===== config.mk =====
export PLATFORM = sky130hd
export DESIGN_NAME = fabm_queue
export DESIGN_NICKNAME = d
export VERILOG_FILES = /design/src/frame_average_background_model_core_defines.svh /design/src/fabm_queue.sv
export SDC_FILE = /design/constraint.sdc
export NUM_CORES = 1
export LEC_CHECK = 0
export BUFFER_PORTS_ARGS = -buffer_cell sky130_fd_sc_hd__buf_2
export CAP_MARGIN = 20
export CORE_MARGIN = 8
export CORE_UTILIZATION = 44
export DETAILED_ROUTE_END_ITERATION = 7
export PLACE_DENSITY = 0.63
export SYNTH_ARGS = -nofsm -noshare
export SYNTH_HDL_FRONTEND = slang
export SYNTH_SLANG_ARGS = --single-unit

===== constraint.sdc =====
create_clock -name clk -period 5.55 [get_ports clk]
set_clock_uncertainty 0.2 [all_clocks]
set_input_delay 1.11 -clock clk [delete_from_list [all_inputs] [get_ports clk]]
set_output_delay 1.11 -clock clk [all_outputs]
set_load 0.02 [all_outputs]

===== src/frame_average_background_model_core_defines.svh =====
// Assertion macros for the block's modules (used by fabm_back).
// They expect signals named clk and rst_n in the module that uses them.
`ifndef FRAME_AVERAGE_BACKGROUND_MODEL_CORE_DEFINES_SVH
`define FRAME_AVERAGE_BACKGROUND_MODEL_CORE_DEFINES_SVH

`define FABM_CHECK(label, ante, cons, msg) \
  label: assert property (@(posedge clk) disable iff (!rst_n) (ante) |-> (cons)) \
    else $error(msg);

`define FABM_CHECK_NEXT(label, ante, cons, msg) \
  label: assert property (@(posedge clk) disable iff (!rst_n) (ante) |=> (cons)) \
    else $error(msg);

`endif


===== src/fabm_queue.sv =====
module fabm_queue #(
  parameter int WIDTH = 64,
  parameter int DEPTH = 4
) (
  input  logic             clk,
  input  logic             rst_n,
  input  logic             push,
  input  logic [WIDTH-1:0] push_data,
  input  logic             pop,
  output logic [WIDTH-1:0] pop_data,
  output logic             full,
  output logic             empty
);

  localparam int PTR_W = (DEPTH > 1) ? $clog2(DEPTH) : 1;
  localparam int CNT_W = $clog2(DEPTH + 1);

  logic [WIDTH-1:0] slot_r [DEPTH];
  logic [PTR_W-1:0] wr_ptr_r;
  logic [PTR_W-1:0] rd_ptr_r;
  logic [CNT_W-1:0] count_r;
  logic [CNT_W-1:0] count_nxt;

  assign full     = (count_r == CNT_W'(DEPTH));
  assign empty    = (count_r == '0);
  assign pop_data = slot_r[rd_ptr_r];

  always_comb begin
    count_nxt = count_r;
    if (push && !pop) begin
      count_nxt = count_r + CNT_W'(1);
    end else if (pop && !push) begin
      count_nxt = count_r - CNT_W'(1);
    end
  end

  always_ff @(posedge clk) begin
    if (!rst_n) begin
      wr_ptr_r <= '0;
      rd_ptr_r <= '0;
      count_r  <= '0;
    end else begin
      count_r <= count_nxt;
      if (push) begin
        wr_ptr_r <= (wr_ptr_r == PTR_W'(DEPTH - 1)) ? '0 : wr_ptr_r + PTR_W'(1);
      end
      if (pop) begin
        rd_ptr_r <= (rd_ptr_r == PTR_W'(DEPTH - 1)) ? '0 : rd_ptr_r + PTR_W'(1);
      end
    end
  end

  always_ff @(posedge clk) begin
    if (push) begin
      slot_r[wr_ptr_r] <= push_data;
    end
  end

endmodule


# Word level (Yosys, flattened, before mapping)
# Memory sizes are Yosys's and may differ from the RTL's. A register that Yosys moved wholly into a read port is not among the register bits.
# Cells that the tools add are included.
[word_totals] ff_bits=7 ram_bits=256 inputBits=68 memories=1
[classes] add_sub_neg=4 eq_ne=3 mux=8 reduce_logical=6
[mem_list] name="slot_r" depth=4 word_bits=64 read_ports=1 rd_ports_with_merged_regs=1 wr=1 line="fabm_queue.sv:18" rtl="logic [WIDTH-1:0] slot_r [DEPTH];"
[op_table] cell="2-bit 2-to-1 mux" count=4
[op_table] cell="3-bit 2-to-1 mux" count=2
[op_table] cell="2-bit by 1-bit adder with 2-bit output, second input constant" count=2
[op_table] cell="2-bit equality test, second input constant" count=2
[op_table] cell="3-bit by 1-bit adder with 3-bit output, second input constant" count=1
[op_table] cell="3-bit equality test, second input constant" count=1
[op_table] cell="3-bit logical NOT" count=1
[op_table] cell="3-bit by 1-bit subtractor with 3-bit output, second input constant" count=1
[op_table] cell="1-bit logical AND" count=2
[op_table] cell="1-bit logical NOT" count=2
[op_table] cell="1-bit 2-to-1 mux" count=2
[op_table] cell="2-bit nonzero test" count=1

# Depth between registers and ports, before layout
[logic_depth] depth_word=4 mapped_depth=7 depth_no_buf=7

# Least setup slack after synthesis
# OpenSTA, ideal clock, no wires.
[synth_path] path_type="input -> register" startpoint="in push" endpoint="mem slot_r[0][0] (enable)" setup_time_ps=429 t_arrival_ps=2617 t_required_ps=4921 slack_ps=2305 path_stages=1 cell_sequence="and2_1"
[synth_via] elab_chain_len=2
[synth_lines] item="start, declared" line="fabm_queue.sv:7" rtl="input logic push,"
[synth_lines] item="1-bit 2-to-1 mux" line="fabm_queue.sv:54" rtl="if (push) begin"
[synth_lines] item="1-bit 2-to-1 mux (implied by the code)" line="fabm_queue.sv:55" rtl="slot_r[wr_ptr_r] <= push_data;"
[synth_lines] item="end, declared" line="fabm_queue.sv:18"
# Every way passes these cells.

==> metrics <==
status finished, final reports clean; Max Clk Rate 0.256 GHz; Setup crit start kind register; drt initial violations 283; Worst R2R Start wr_ptr_r[0]$_SDFFE_PN0P_; number of max-cap violations 0; critical path class register to output port; crit path DAT 2590 ps; clk sinks 265; GRT Total Usage 0.132; via count 4371; #FFs+latches synth around 270; Worst Hold Endpoint count_r[2]$_SDFFE_PN0P_; antenna diode count 0; Die Y 165 µm; Yosys top cell area share 0.787; Reg clk slew, reported paths 60 ps; CP Max Fanout 41; main area contributors after synthesis edfxtp_1 79%, mux4_2 14%, dfxtp_1 1.8%, buf_12 1.2%, mux4_1 1.1%; dpl hpwl 10400 µm; CTS resizes 0; drt drc 0; synthesis-to-finish area growth 18.2%; CTS Buf Count 28; Worst Hold Class register to register; final net count 604; Fill cells 1705; RSZ-0062 raised after global routing no; Ports 134; hold_sp count_r[2]$_SDFFE_PN0P_; clk root buf clkbuf_16; drt via density 5.27; remaining global-route overflow 0; period utilization 0.703; Leakage 3.89 nW; CP Data Required Time between 4000 and 5000 ps; Worst VDD drop 0.197 mV; synthesized net count 453; # H-tree levels 1; Post-DRT Antenna Nets 0; DRT Pass-1 Iters 4; row cnt 54; initial antenna violation count 1; largest net degree at the start of global routing 65; Slew Viols, Final 0; Clock Latency Late Sink 530 ps; RePlAce Congestion 0.667; Cell variety after synth 23; worst reg2reg path depth 2; core footprint ~22000 µm²; die area between 20000 and 30000 µm²; Least-Margin Pin Slew ~1000 ps; global-route wire length before repair 27300 µm; cell count after synthesis 378; DRT Wirelength 17900 µm; WHS Path Cells 2; final hold violations 0; Slew HR 0.316; postcts setup bufs 0; post-route minimum period 3900 ps; Synth Warn # 0; clk buf depth 3; CP Capture Type output port; PortBufs approximately 130; Layout Utilization 0.529; Seq/Total Area, Yosys 0.805; Hold Buf Count CTS 0; area leader, netlist edfxtp_1; Mean Syn Cell Area 25.8 µm²; Setup TNS 0 ps; CTS tree yes; reg2reg setup slack 3480 ps; Post-Syn Area 9770 µm²; ratio of cells with drive above 1 in the final layout 0.435; die width 165 µm; Power Density 391 nW/µm²; Starting Density 0.448; endpoints failing setup 0; vias in the first global route 4896; WL/cell 21.6 µm; Reg-to-Reg End slot_r[3][25]$_DFFE_PP_
## logic make-up after synthesis
group / after synthesis / share of synthesized area
compound gates: 3 / 0.00205
flops: 265 / 0.805
xor+xnor: 2 / 0.00179
fa+ha+maj: 7 / 0.00973
mux: 68 / 0.153
buf+inv: 18 / 0.0186
simple gates: 15 / 0.00922
## flip-flops by register name (all words and copies together), names as in the netlist, named ones only
register / count
rd_ptr_r: 2
wr_ptr_r: 2
slot_r: 256
count_r: 3
## placed cells by master (no fill, tap or decap)
cell / synthesis / final
nor3b_1: 1 / 1
and2_4: 0 / 4
edfxtp_1: 256 / 256
xor2_1: 1 / 1
or3_1: 1 / 1
clkinvlp_4: 0 / 2
dfxtp_1: 9 / 7
buf_2: 6 / 133
clkinv_4: 0 / 2
a21boi_0: 1 / 1
fa_1: 1 / 1
clkbuf_1: 0 / 7
xnor2_1: 1 / 1
buf_4: 0 / 2
mux4_2: 60 / 60
clkbuf_16: 0 / 28
ha_1: 6 / 6
clkinv_2: 0 / 2
nor2_1: 1 / 1
bufinv_16: 0 / 3
inv_1: 4 / 4
clkinv_1: 0 / 5
o21ai_0: 1 / 1
and2_1: 5 / 1
clkinv_8: 0 / 1
dfxtp_4: 0 / 2
mux4_1: 4 / 4
nor2b_1: 5 / 5
nor3_1: 2 / 2
o21a_1: 1 / 1
mux2i_1: 4 / 4
## layer usage
| metal | vias up | share of wire | global-route usage |
|---|---|---|---|
| li1 | 1926 | - | - |
| met1 | 2286 | 0.41 | 0.164 |
| met2 | 124 | 0.50 | 0.224 |
| met3 | 33 | 0.069 | 0.0339 |
| met4 | 2 | 0.021 | 0.0377 |
| met5 | - | 0.00073 | 0 |
## power breakdown
part	internal [mW]	total (mW)	switching, mW
Sequential	2.29	2.34	0.0507
Clock	1.07	1.79	0.719
Combinational	0.165	0.389	0.224
Total	3.52	4.52	0.994
## how the worst max path moves through the flow
stage / endpoint / cells after the start
2_1_floorplan: slot_r[0][0]$_DFFE_PP_ / 1
4_1_cts: pop_data[46] / 3
3_3_place_gp: pop_data[46] / 3
5_1_grt: pop_data[46] / 3
3_5_place_dp: pop_data[46] / 3
6_report: pop_data[46] / 3
## synth_stat cells (all sizes together)
| cell | count |
|---|---|
| edfxtp | 256 |
| mux4 | 64 |
| buf | 13 |
| dfxtp | 9 |
| ha | 6 |
| and2 | 5 |
| nor2b | 5 |
| inv | 4 |
| mux2i | 4 |
| nor3 | 2 |
| a21boi | 1 |
| clkbuf | 1 |
| fa | 1 |
| nor2 | 1 |
| nor3b | 1 |
| o21a | 1 |
| o21ai | 1 |
| or3 | 1 |
| xnor2 | 1 |
| xor2 | 1 |
## critical path, stage by stage, from the launching register on
cell	delay, ps
dfxtp_4	900
buf_4	420
mux4_2	560
buf_2	180
## final cells by class
| type | instances | area (µm²) | share of cell area |
|---|---|---|---|
| sequential | 265 | 7880 | 0.682 |
| multi-input combinational | 95 | 1730 | 0.150 |
| clock buffer | 35 | 727 | 0.0630 |
| timing repair buffer | 135 | 681 | 0.0590 |
| tap | 280 | 350 | 0.0303 |
| clock inverter | 15 | 168 | 0.0145 |
| inverter | 4 | 15.0 | 0.00130 |
## metrics by stage
stage	hold slack (ps)	power, mW	instance area [µm²]	setup slack (ps)	cells
after floorplan	272	2.64	9770	2300	378
after global placement	285	2.77	10700	2080	779
after detailed placement	339	2.79	10700	2090	779
after CTS	352	4.58	11500	1510	829
after global routing	393	4.68	11500	1410	829
final	340	4.52	11500	1650	829
No activity file was read; power rests on OpenSTA's default activity.
