### src/frame_average_background_model_core_defines.svh
// Assertion macros for the block's modules (used by fabm_back).
// They expect signals named clk and rst_n in the module that uses them.
`ifndef FRAME_AVERAGE_BACKGROUND_MODEL_CORE_DEFINES_SVH
`define FRAME_AVERAGE_BACKGROUND_MODEL_CORE_DEFINES_SVH

`define FABM_CHECK(label, ante, cons, msg) \
  label: assert property (@(posedge clk) disable iff (!rst_n) (ante) |-> (cons)) \
    else $error(msg);

`define FABM_CHECK_NEXT(label, ante, cons, msg) \
  label: assert property (@(posedge clk) disable iff (!rst_n) (ante) |=> (cons)) \
    else $error(msg);

`endif

### src/fabm_pkg.sv
package fabm_pkg;

  localparam int IDX_W     = 20;
  localparam int CHAN_W    = 8;
  localparam int NCHAN     = 3;
  localparam int SUM_W     = 32;
  localparam int CNT_W     = 16;
  localparam int CFG_W     = 4;
  localparam int CFG_IDX_W = 2;

  localparam logic [CFG_IDX_W-1:0] REG_HIGH_SCALE = 2'd0;
  localparam logic [CFG_IDX_W-1:0] REG_LOW_SCALE  = 2'd1;
  localparam logic [CFG_IDX_W-1:0] REG_DIFF_FLOOR = 2'd2;

  localparam logic OP_LEARN    = 1'b0;
  localparam logic OP_CLASSIFY = 1'b1;

  localparam logic [CFG_W-1:0] HIGH_SCALE_RST = 4'd7;
  localparam logic [CFG_W-1:0] LOW_SCALE_RST  = 4'd8;
  localparam logic [CFG_W-1:0] DIFF_FLOOR_RST = 4'd1;

  localparam logic [CHAN_W-1:0] FG_VALUE = 8'd255;

  typedef logic [NCHAN-1:0][CHAN_W-1:0] pix_t;

  typedef enum logic [1:0] {
    CMD_FIRST,
    CMD_ACCUM,
    CMD_CLASSIFY
  } cmd_kind_t;

  typedef struct packed {
    cmd_kind_t        kind;
    pix_t             pix;
    logic [CNT_W-1:0] count;
  } cmd_t;

  typedef struct packed {
    logic [CFG_W-1:0] high_scale;
    logic [CFG_W-1:0] low_scale;
    logic [CFG_W-1:0] diff_floor;
  } cfg_t;

  typedef struct packed {
    logic [NCHAN-1:0][SUM_W-1:0] sum;
    logic [NCHAN-1:0][SUM_W-1:0] dsum;
    pix_t                        prev;
  } entry_t;

endpackage

### src/fabm_front.sv
module fabm_front #(
  parameter int MAX_PIXELS = 1048576,
  parameter int MAX_FRAMES = 1023,
  parameter int ADDR_W     = 20
) (
  input  logic                          clk,
  input  logic                          rst_n,
  input  logic                          in_valid,
  output logic                          in_ready,
  input  logic                          in_opcode,
  input  logic [fabm_pkg::IDX_W-1:0]    in_pixel_index,
  input  logic [fabm_pkg::CHAN_W-1:0]   in_chan0,
  input  logic [fabm_pkg::CHAN_W-1:0]   in_chan1,
  input  logic [fabm_pkg::CHAN_W-1:0]   in_chan2,
  input  logic                          in_end_of_frame,
  input  logic                          q_full,
  output logic                          q_push,
  output logic [ADDR_W-1:0]             q_addr,
  output fabm_pkg::cmd_t                q_cmd
);

  localparam int IDX_W   = fabm_pkg::IDX_W;
  localparam int CNT_W   = fabm_pkg::CNT_W;
  localparam int LOG_M   = (MAX_PIXELS > 1) ? $clog2(MAX_PIXELS) : 1;
  localparam int SHIFT   = IDX_W + LOG_M;
  localparam int RECIP_W = IDX_W + 2;
  localparam int PROD_W  = IDX_W + RECIP_W;
  localparam int MP_W    = $clog2(MAX_PIXELS + 1);
  localparam int REM_W   = IDX_W + MP_W;
  localparam logic [63:0] RECIP = (64'd1 << SHIFT) / MAX_PIXELS;

  logic                   s1_valid_r;
  logic                   s1_op_r;
  logic [IDX_W-1:0]       s1_idx_r;
  fabm_pkg::pix_t         s1_pix_r;
  logic                   s1_eof_r;

  logic                   s2_valid_r;
  logic                   s2_op_r;
  logic [IDX_W-1:0]       s2_idx_r;
  fabm_pkg::pix_t         s2_pix_r;
  logic                   s2_eof_r;
  logic [IDX_W-1:0]       s2_quot_r;

  logic [CNT_W-1:0]       frames_r;
  logic [CNT_W-1:0]       frames_nxt;
  logic                   first_done_r;
  logic                   first_done_nxt;

  logic [PROD_W-1:0]      prod;
  logic [IDX_W-1:0]       quot;
  logic [REM_W-1:0]       qm;
  logic [REM_W-1:0]       rem;
  logic [REM_W-1:0]       rem_fix;
  logic                   frames_full;
  logic                   drop;
  logic                   s2_go;
  logic                   s2_free;
  logic                   s1_go;

  // The quotient estimate is at most one short, so one subtraction corrects it.
  assign prod = PROD_W'(s1_idx_r) * PROD_W'(RECIP[RECIP_W-1:0]);
  assign quot = IDX_W'(prod >> SHIFT);
  assign qm   = REM_W'(s2_quot_r) * REM_W'(MAX_PIXELS);
  assign rem  = REM_W'(s2_idx_r) - qm;
  assign rem_fix = (rem >= REM_W'(MAX_PIXELS)) ? rem - REM_W'(MAX_PIXELS) : rem;

  assign frames_full = (frames_r >= CNT_W'(MAX_FRAMES));
  assign drop        = (s2_op_r == fabm_pkg::OP_LEARN) && frames_full;

  assign s2_go    = s2_valid_r && (drop || !q_full);
  assign s2_free  = !s2_valid_r || s2_go;
  assign s1_go    = s1_valid_r && s2_free;
  assign in_ready = !s1_valid_r || s1_go;

  assign q_push    = s2_valid_r && !drop && !q_full;
  assign q_addr    = rem_fix[ADDR_W-1:0];

  always_comb begin
    q_cmd.pix   = s2_pix_r;
    q_cmd.count = frames_r;
    if (s2_op_r == fabm_pkg::OP_CLASSIFY) begin
      q_cmd.kind = fabm_pkg::CMD_CLASSIFY;
    end else if (!first_done_r) begin
      q_cmd.kind = fabm_pkg::CMD_FIRST;
    end else begin
      q_cmd.kind = fabm_pkg::CMD_ACCUM;
    end
  end

  always_comb begin
    frames_nxt     = frames_r;
    first_done_nxt = first_done_r;
    if (s2_go && !drop && s2_op_r == fabm_pkg::OP_LEARN && s2_eof_r) begin
      if (!first_done_r) begin
        first_done_nxt = 1'b1;
      end else begin
        frames_nxt = frames_r + CNT_W'(1);
      end
    end
  end

  always_ff @(posedge clk) begin
    if (!rst_n) begin
      s1_valid_r   <= 1'b0;
      s2_valid_r   <= 1'b0;
      frames_r     <= '0;
      first_done_r <= 1'b0;
    end else begin
      frames_r     <= frames_nxt;
      first_done_r <= first_done_nxt;
      if (in_valid && in_ready) begin
        s1_valid_r <= 1'b1;
      end else if (s1_go) begin
        s1_valid_r <= 1'b0;
      end
      if (s1_go) begin
        s2_valid_r <= 1'b1;
      end else if (s2_go) begin
        s2_valid_r <= 1'b0;
      end
    end
  end

  always_ff @(posedge clk) begin
    if (in_valid && in_ready) begin
      s1_op_r  <= in_opcode;
      s1_idx_r <= in_pixel_index;
      s1_pix_r <= {in_chan2, in_chan1, in_chan0};
      s1_eof_r <= in_end_of_frame;
    end
    if (s1_go) begin
      s2_op_r   <= s1_op_r;
      s2_idx_r  <= s1_idx_r;
      s2_pix_r  <= s1_pix_r;
      s2_eof_r  <= s1_eof_r;
      s2_quot_r <= quot;
    end
  end

endmodule

### config.mk
export PLATFORM = sky130hd
export DESIGN_NAME = fabm_front
export DESIGN_NICKNAME = d
export VERILOG_FILES = /design/src/frame_average_background_model_core_defines.svh /design/src/fabm_pkg.sv /design/src/fabm_front.sv
export SDC_FILE = /design/constraint.sdc
export NUM_CORES = 1
export LEC_CHECK = 0
export ABC_AREA = 1
export BUFFER_PORTS_ARGS = -buffer_cell sky130_fd_sc_hd__buf_2
export CORE_MARGIN = 2
export CORE_UTILIZATION = 41
export CTS_CLUSTER_DIAMETER = 80
export DETAILED_ROUTE_END_ITERATION = 12
export PLACE_DENSITY_LB_ADDON = 0.3
export RECOVER_POWER = 100
export REMOVE_ABC_BUFFERS = 1
export SYNTH_ARGS = -nofsm -noshare
export SYNTH_HDL_FRONTEND = slang
export SYNTH_SLANG_ARGS = --single-unit
### constraint.sdc
create_clock -name clk -period 10.75 [get_ports clk]
set_input_delay 2.15 -clock clk [delete_from_list [all_inputs] [get_ports clk]]
set_output_delay 2.15 -clock clk [all_outputs]
set_load 0.02 [all_outputs]
### Yosys cells after proc, flatten, opt, wreduce, memory -nomap -nowiden

Index checks and enable logic that the tools add are counted.

| storage, ports and cells | value |
|---|---|
| register bits after elaboration | 111 |
| input bits | 50 |
| output and inout bits | 64 |
| word-level logic and storage cells | 47 |

| cells by class | value |
|---|---|
| add/subtract/negate cells | 2 |
| $lt $le $gt $ge | 2 |
| multiplexer cells | 7 |
| bitwise operators | 1 |
| reductions and logical operators | 19 |

Operators by type and width:

| cell | count |
|---|---|
| >= comparator 20 x 21 -> 1 bit (second input constant) | 1 |
| two-way mux 20 bit | 1 |
| subtractor 20 x 1 -> 20 bit (second input constant) | 1 |
| adder 16 x 1 -> 16 bit (second input constant) | 1 |
| >= comparator 16 x 10 -> 1 bit (second input constant) | 1 |
| logical AND 1 bit | 9 |
| two-way mux 1 bit | 5 |
| zero test 1 bit | 4 |
| nonzero test 2 bit | 2 |
| logical OR 1 bit | 3 |
| two-way mux 2 bit | 1 |
| AND reduction 2 bit | 1 |
| inverter 1 bit | 1 |

### Depth between registers and ports, before layout

Gate-level depths: netlist (run 1).

| depth | value |
|---|---|
| depth after elaboration | 9 |
| gate-level depth with buffers | 11 |
| gate-level depth less buffers | 11 |

### Worst setup path after synthesis (run 1)

OpenSTA, ideal clock, no wires.

| timing path | value |
|---|---|
| path kind | input to register |
| from | input port q_full |
| to | register s2_pix_r (netlist bit q_cmd[16]) (enable) |
| library setup time | 0.450 ns |
| arrival | 4.196 ns |
| required time | 10.300 ns |
| path slack | 6.104 ns |
| cell stages on the path | 3 |
| buffers on the path | 0 |
| cells stage by stage | inv_1 nor2_2 nor2_1 |

| on the way | value |
|---|---|
| cells in the longest elaborated chain, start to end | 5 |

RTL lines:

| what | RTL line | source |
|---|---|---|
| start: declaration | fabm_front.sv:16 | `input logic q_full,` |
| zero test 1 bit | fabm_front.sv:71 | `assign s2_go = s2_valid_r && (drop \|\| !q_full);` |
| logical OR 1 bit | fabm_front.sv:71 |  |
| logical AND 1 bit | fabm_front.sv:71 |  |
| logical OR 1 bit | fabm_front.sv:72 | `assign s2_free = !s2_valid_r \|\| s2_go;` |
| logical AND 1 bit | fabm_front.sv:73 | `assign s1_go = s1_valid_r && s2_free;` |
| via s1_go | fabm_front.sv:59 | `logic s1_go;` |
| end signal: assignment | fabm_front.sv:135 | `s2_pix_r <= s1_pix_r;` |
| end: declaration | fabm_front.sv:41 | `fabm_pkg::pix_t s2_pix_r;` |

The timed path passes the listed nets, and every way through them passes these cells.
A chain may end at the register's enable or synchronous reset.

### Worst setup path after layout (run 1)

| timing path | value |
|---|---|
| from | input port q_full |
| to | output port in_ready |

| on the way | value |
|---|---|
| cells in the longest elaborated chain, start to end | 6 |

RTL lines:

| what | RTL line | source |
|---|---|---|
| zero test 1 bit | fabm_front.sv:71 |  |
| logical OR 1 bit | fabm_front.sv:71 |  |
| logical AND 1 bit | fabm_front.sv:71 |  |
| logical OR 1 bit | fabm_front.sv:72 |  |
| logical AND 1 bit | fabm_front.sv:73 |  |
| logical OR 1 bit | fabm_front.sv:74 | `assign in_ready = !s1_valid_r \|\| s1_go;` |
| end: declaration | fabm_front.sv:9 | `output logic in_ready,` |

No other way between the ends.

==> results_dict.tcl, run 1 <==
set metrics [dict create \
    status "finished with violations" \
    violations "capacitance limit, slew limit" \
    start_kind "input pin" \
    ys_seq_elements 111 \
    endpoint_kind "primary output" \
    n_antenna_cell 0 \
    ys_warn_count 0 \
    worstSkewPairLatency_ns 0.36 \
    core_area_mm2 0.00881 \
    cts_tree "built" \
    drive_above_1_share_pct 23.0 \
    crit_buf_inv 3 \
    grt_pass1_wl_um 9830 \
    worst_slack_ns 5.65 \
    syn_avg_cell_area_um2 17.3 \
    dp.cells 435 \
    place_hpwl_um 4250 \
    final_cell_mix "edfxtp_1, clkbuf_1, buf_2" \
    r2r_cells 10 \
    maxCapViolations 2 \
    holdPathEnd "s2_idx_r[3]$_DFFE_PP_" \
    synth_top_area_share_pct 73.6 \
    min_period_ns 5.10 \
    rrSetupSlack_ns 7.09 \
    postCtsHoldBufs 0 \
    cp.arrival_ns 2.95 \
    synth_cell_type_count 21 \
    yosys.area.top_type "edfxtp_1" \
    die_h_um 99.7 \
    post_cts_buffers 0 \
    tns_ns 0 \
    rsz0062_at_grt "no" \
    clock_sinks 111 \
    grt_max_degree 47 \
    drtIter0Drc 105 \
    ioPinCount 114 \
    vias 2076 \
    hold_viol_final 0 \
    cts_root_buf "clkbuf_8" \
    initial_core_util_pct 42.6 \
    syn2layout_area_growth_pct 20.0 \
    worstPathCellList "clkbuf_1 -> inv_1 -> nor2_1 -> nand2_1 -> clkbuf_1" \
    grt_antenna_before_repair 0 \
    grt-ovfl-total 0 \
    path_common_cell "clkbuf_1" \
    cts_buffer_depth 2 \
    layout.nets 389 \
    slew_headroom_pct -69.6 \
    wl_um 6330 \
    place.gp.congestion 0.771 \
    first_pass_iters 4 \
    fin_cells 451 \
    ctsHtreeMaxLevel 3 \
    max_stage_delay_ns 0.27 \
    cp.required_ns 8.60 \
    holdWs_ns 0.425 \
    ys_seq_area_share_pct 83.7 \
    ant_nets 0 \
    cp-startpoint "q_full" \
    worstMarginPinSlew_ns 2.54 \
    clkTransAtPathRegs_ns 0.10 \
    post-route-period-util_pct 47.4 \
    wl_per_cell_um 14.0 \
    finalSetupViolations 0 \
    cts_resized 0 \
    r2r-start "frames_r[0]$_SDFFE_PN0P_" \
    synth.cell_area_mm2 0.00375 \
    hp-start "s1_idx_r[3]$_DFFE_PP_" \
    leakagePower_nw 1.65 \
    power_w 0.000765 \
    finalClockSkew_ns 0.00694 \
    synth_cells 217 \
    peakVddDrop_uv 82.3 \
    grt_pass1_vias 2029 \
    synth_area_leaders "edfxtp_1, dfxtp_1, nand2_1" \
    reg2reg_to "s2_idx_r[0]$_DFFE_PP_" \
    crit_slowest_cell "nor2_1" \
    numCtsBuffers 9 \
    io_buffers 113 \
    cp_top_family "simple AND/OR/NAND/NOR gates" \
    dieWidth_um 99.7 \
    fmax_mhz 196 \
    rows 34 \
    drcViolationCount 0 \
    critPathMaxFanout 3 \
    post-place-ws_ns 5.80 \
    drv_slew 94 \
    layout_commonest_cell "edfxtp_1" \
    hold_path_class "flop to flop" \
    design.die.area_mm2 0.00994 \
    power_density_mw_per_mm2 170 \
    viasPerCell 4.60 \
    fillers 801 \
    min_path_cells 0 \
    critPathKind "input pin to primary output" \
    grtUsageTotal_pct 12.9 \
]
## registers in the layout, summed over array words and instances (netlist names)
name          flops
q_cmd            24
s2_op_r           1
s1_idx_r         20
s1_eof_r          1
first_done_r      1
s2_eof_r          1
s1_op_r           1
s2_valid_r        1
s1_valid_r        1
s2_idx_r         20
frames_r         16
s1_pix_r         24
## layer usage
| layer | global-route usage (%) | wire length, um | share of wire [%] |
|---|---|---|---|
| met1 | 15.5 | 2620 | 41 |
| met2 | 20.9 | 3140 | 50 |
| met3 | 5.76 | 533 | 8.4 |
| met4 | 4.11 | 41 | 0.65 |
| met5 | 0 | 0 | 0 |
## report_power, final
group | internal, W | leakage (nW) | switching (W) | total [W]
logic | 0.00000989 | 0.517 | 0.0000255 | 0.0000353
clock network | 0.0000907 | 0.0961 | 0.000146 | 0.000237
registers | 0.000488 | 1.03 | 0.00000497 | 0.000493
## metrics by stage
step,util [%],cell area (um^2)
global placement,50.4,4440
detailed placement,50.4,4440
finish,51.2,4500
global route,51.2,4500
CTS,52.5,4630
floorplan,-,3720
## kinds of logic (layout without fill, tap and decap cells)
group / count (synthesis) / in the layout / share of synthesized area, %
compound gates: 11 / 11 / 2.37
xor+xnor: 8 / 8 / 1.87
buf+inv: 20 / 146 / 2.50
fa+ha+maj: 1 / 1 / 0.333
simple gates: 66 / 66 / 9.20
flops: 111 / 111 / 83.7
## worst register-to-register path, cell delays in order (launching register included)
cell and delay [ns]:
dfxtp_1 0.45, ha_1 0.25, nand3_2 0.13, nor2_2 0.14, nand2_1 0.09, nand2_1 0.06, nand2_1 0.04, nand2_1 0.08
nor2_1 0.09, nor2_4 0.08, clkbuf_1 1.81
## Yosys cell counts, drive strengths merged
master  instances
xnor2           3
dfxtp          19
buf             3
a21oi          11
xor2            5
nor3            2
edfxtp         92
ha              1
or2             1
nor2           18
clkbuf          1
nand3          13
inv            16
nand2          31
nand4           1
## cell type report
cell class / count / area (um^2) / area share, %
timing repair buffer: 114 / 487 / 10.8
clock buffer: 10 / 128 / 2.83
sequential: 111 / 3140 / 69.8
multi-input combinational: 86 / 489 / 10.9
clock inverter: 6 / 62.6 / 1.39
tap: 108 / 135 / 3.00
inverter: 16 / 60.1 / 1.33
## worst max-delay path by stage
stage,endpoint,cells past startpoint
after floorplan,q_cmd[16]$_DFFE_PP_,3
after global placement,in_ready,5
after detailed placement,in_ready,5
after CTS,in_ready,5
after global routing,in_ready,5
final,in_ready,5
No activity file was read; power rests on OpenSTA's default activity.
==> inputs of run 2 (changes only) <==
==> constraint.sdc (replaced) <==
create_clock -name clk -period 4.35 [get_ports clk]
set_input_delay 0.87 -clock clk [delete_from_list [all_inputs] [get_ports clk]]
set_output_delay 0.87 -clock clk [all_outputs]
set_load 0.02 [all_outputs]
==> results_dict.tcl, run 2 (synthesis gave the netlist of run 1 again) <==
set metrics [dict create \
    rsz0062_at_grt "no" \
    layout_commonest_cell "edfxtp_1" \
    ctsHtreeMaxLevel 3 \
    postCtsHoldBufs 0 \
    cp_top_family "simple AND/OR/NAND/NOR gates" \
    grt-ovfl-total 0 \
    peakVddDrop_uv 225 \
    viasPerCell 4.55 \
    rows 34 \
    post_cts_buffers 0 \
    crit_slowest_cell "clkbuf_1" \
    io_buffers 113 \
    n_antenna_cell 0 \
    status "finished with violations" \
    ant_nets 0 \
    worstPathCellList "ha_1 -> nand3_1 -> nor2_1 -> nand2_1 -> nand2_1 -> nand2_1 -> nand2_1 -> nor2_1 -> nor2_4 -> clkbuf_1" \
    finalClockSkew_ns 0.0129 \
    tns_ns 0 \
    clkTransAtPathRegs_ns 0.11 \
    critPathMaxFanout 24 \
    rrSetupSlack_ns 1.09 \
    post-route-period-util_pct 74.9 \
    cts_root_buf "clkbuf_8" \
    drive_above_1_share_pct 22.7 \
    use_met1_pct 16.7 \
    grt_pass1_wl_um 9920 \
    fmax_mhz 307 \
    first_pass_iters 4 \
    wl_per_cell_um 13.9 \
    dieWidth_um 99.7 \
    ioPinCount 114 \
    start_kind "flop" \
    wl_um 6280 \
    clock_sinks 111 \
    hold_path_class "flop to flop" \
    crit_buf_inv 1 \
    slew_headroom_pct -13.8 \
    grt_pass1_vias 2066 \
    critPathKind "flop to flop" \
    min_period_ns 3.26 \
    hold_viol_final 0 \
    die_h_um 99.7 \
    max_stage_delay_ns 0.96 \
    place.gp.congestion 0.816 \
    design.die.area_mm2 0.00994 \
    leakagePower_nw 1.65 \
    cts_resized 0 \
    cts_buffer_depth 2 \
    layout.nets 389 \
    cp.arrival_ns 3.24 \
    violations "capacitance limit, slew limit" \
    place_area_mm2 0.00444 \
    power_density_mw_per_mm2 420 \
    grt_use_met2_pct 21.3 \
    finalSetupViolations 0 \
    place_hpwl_um 4360 \
    grt_max_degree 47 \
    path_common_cell "nand2_1" \
    design_area_mm2 0.00450 \
    vias 2052 \
    cp.required_ns 4.33 \
    drv_slew 47 \
    core_area_mm2 0.00881 \
    worstMarginPinSlew_ns 1.70 \
    grtUsageTotal_pct 13.2 \
    finish.utilization_pct 51.1 \
    busiest_layer "met2" \
    drcViolationCount 0 \
    initial_core_util_pct 42.6 \
    endpoint_kind "flop" \
    grt_antenna_before_repair 0 \
    drtIter0Drc 84 \
    cts_tree "built" \
    final_cell_mix "edfxtp_1, clkbuf_1, buf_2" \
    holdWs_ns 0.423 \
    met3_usage_pct 4.78 \
    maxCapViolations 1 \
    worstSkewPairLatency_ns 0.36 \
    numCtsBuffers 9 \
    syn2layout_area_growth_pct 20.0 \
]
[run 2: power breakdown]
| part | internal (W) | leakage, nW | total [W] | switching [W] |
|---|---|---|---|---|
| clock network | 0.000226 | 0.102 | 0.000586 | 0.000360 |
| logic | 0.0000247 | 0.520 | 0.0000877 | 0.0000630 |
| registers | 0.00121 | 1.03 | 0.00122 | 0.0000131 |
[run 2: worst reg2reg max path, delay by kind of cell, from the launching register on]
kind | cells | cell delay, ns
and+or+nand+nor | 8 | 1.26
DFF | 1 | 0.43
buffers and inverters | 1 | 0.97
adders and majority gates | 1 | 0.22
[run 2: per-stage QoR]
step	total power, W	cells	setup WS, ns
2_1_floorplan	0.00129	213	0.665
3_5_place_dp	0.00134	435	1.79
6_report	0.00189	451	1.09
3_3_place_gp	0.00134	435	1.85
5_1_grt	0.00197	451	0.774
4_1_cts	0.00192	451	1.54
[run 2: area by class of cell]
type,count,area [um^2]
clock buffers,9,124
fillers,809,4300
flip-flops and latches,111,3140
clock inverters,7,75.1
well taps,108,135
inverters,16,60.1
repair buffers,114,488
multi-input cells,86,478
[run 2: path summary, 6_finish.rpt]
path                                 start                     to  cells past startpoint
setup / recovery  frames_r[0]$_SDFFE_PN0P_  s2_idx_r[5]$_DFFE_PP_                     10
hold / removal      s1_pix_r[22]$_DFFE_PP_    q_cmd[38]$_DFFE_PP_                      0
setup reg to reg  frames_r[0]$_SDFFE_PN0P_  s2_idx_r[5]$_DFFE_PP_                     10
hold reg to reg     s1_pix_r[22]$_DFFE_PP_    q_cmd[38]$_DFFE_PP_                      0
[run 2: metal layers]
metal	routed length (um)	vias to the layer above	part of all wire (%)
met2	3070	83	49
met1	2680	958	43
met3	482	5	7.7
met5	0	-	0
met4	48	0	0.76
li1	-	1006	-
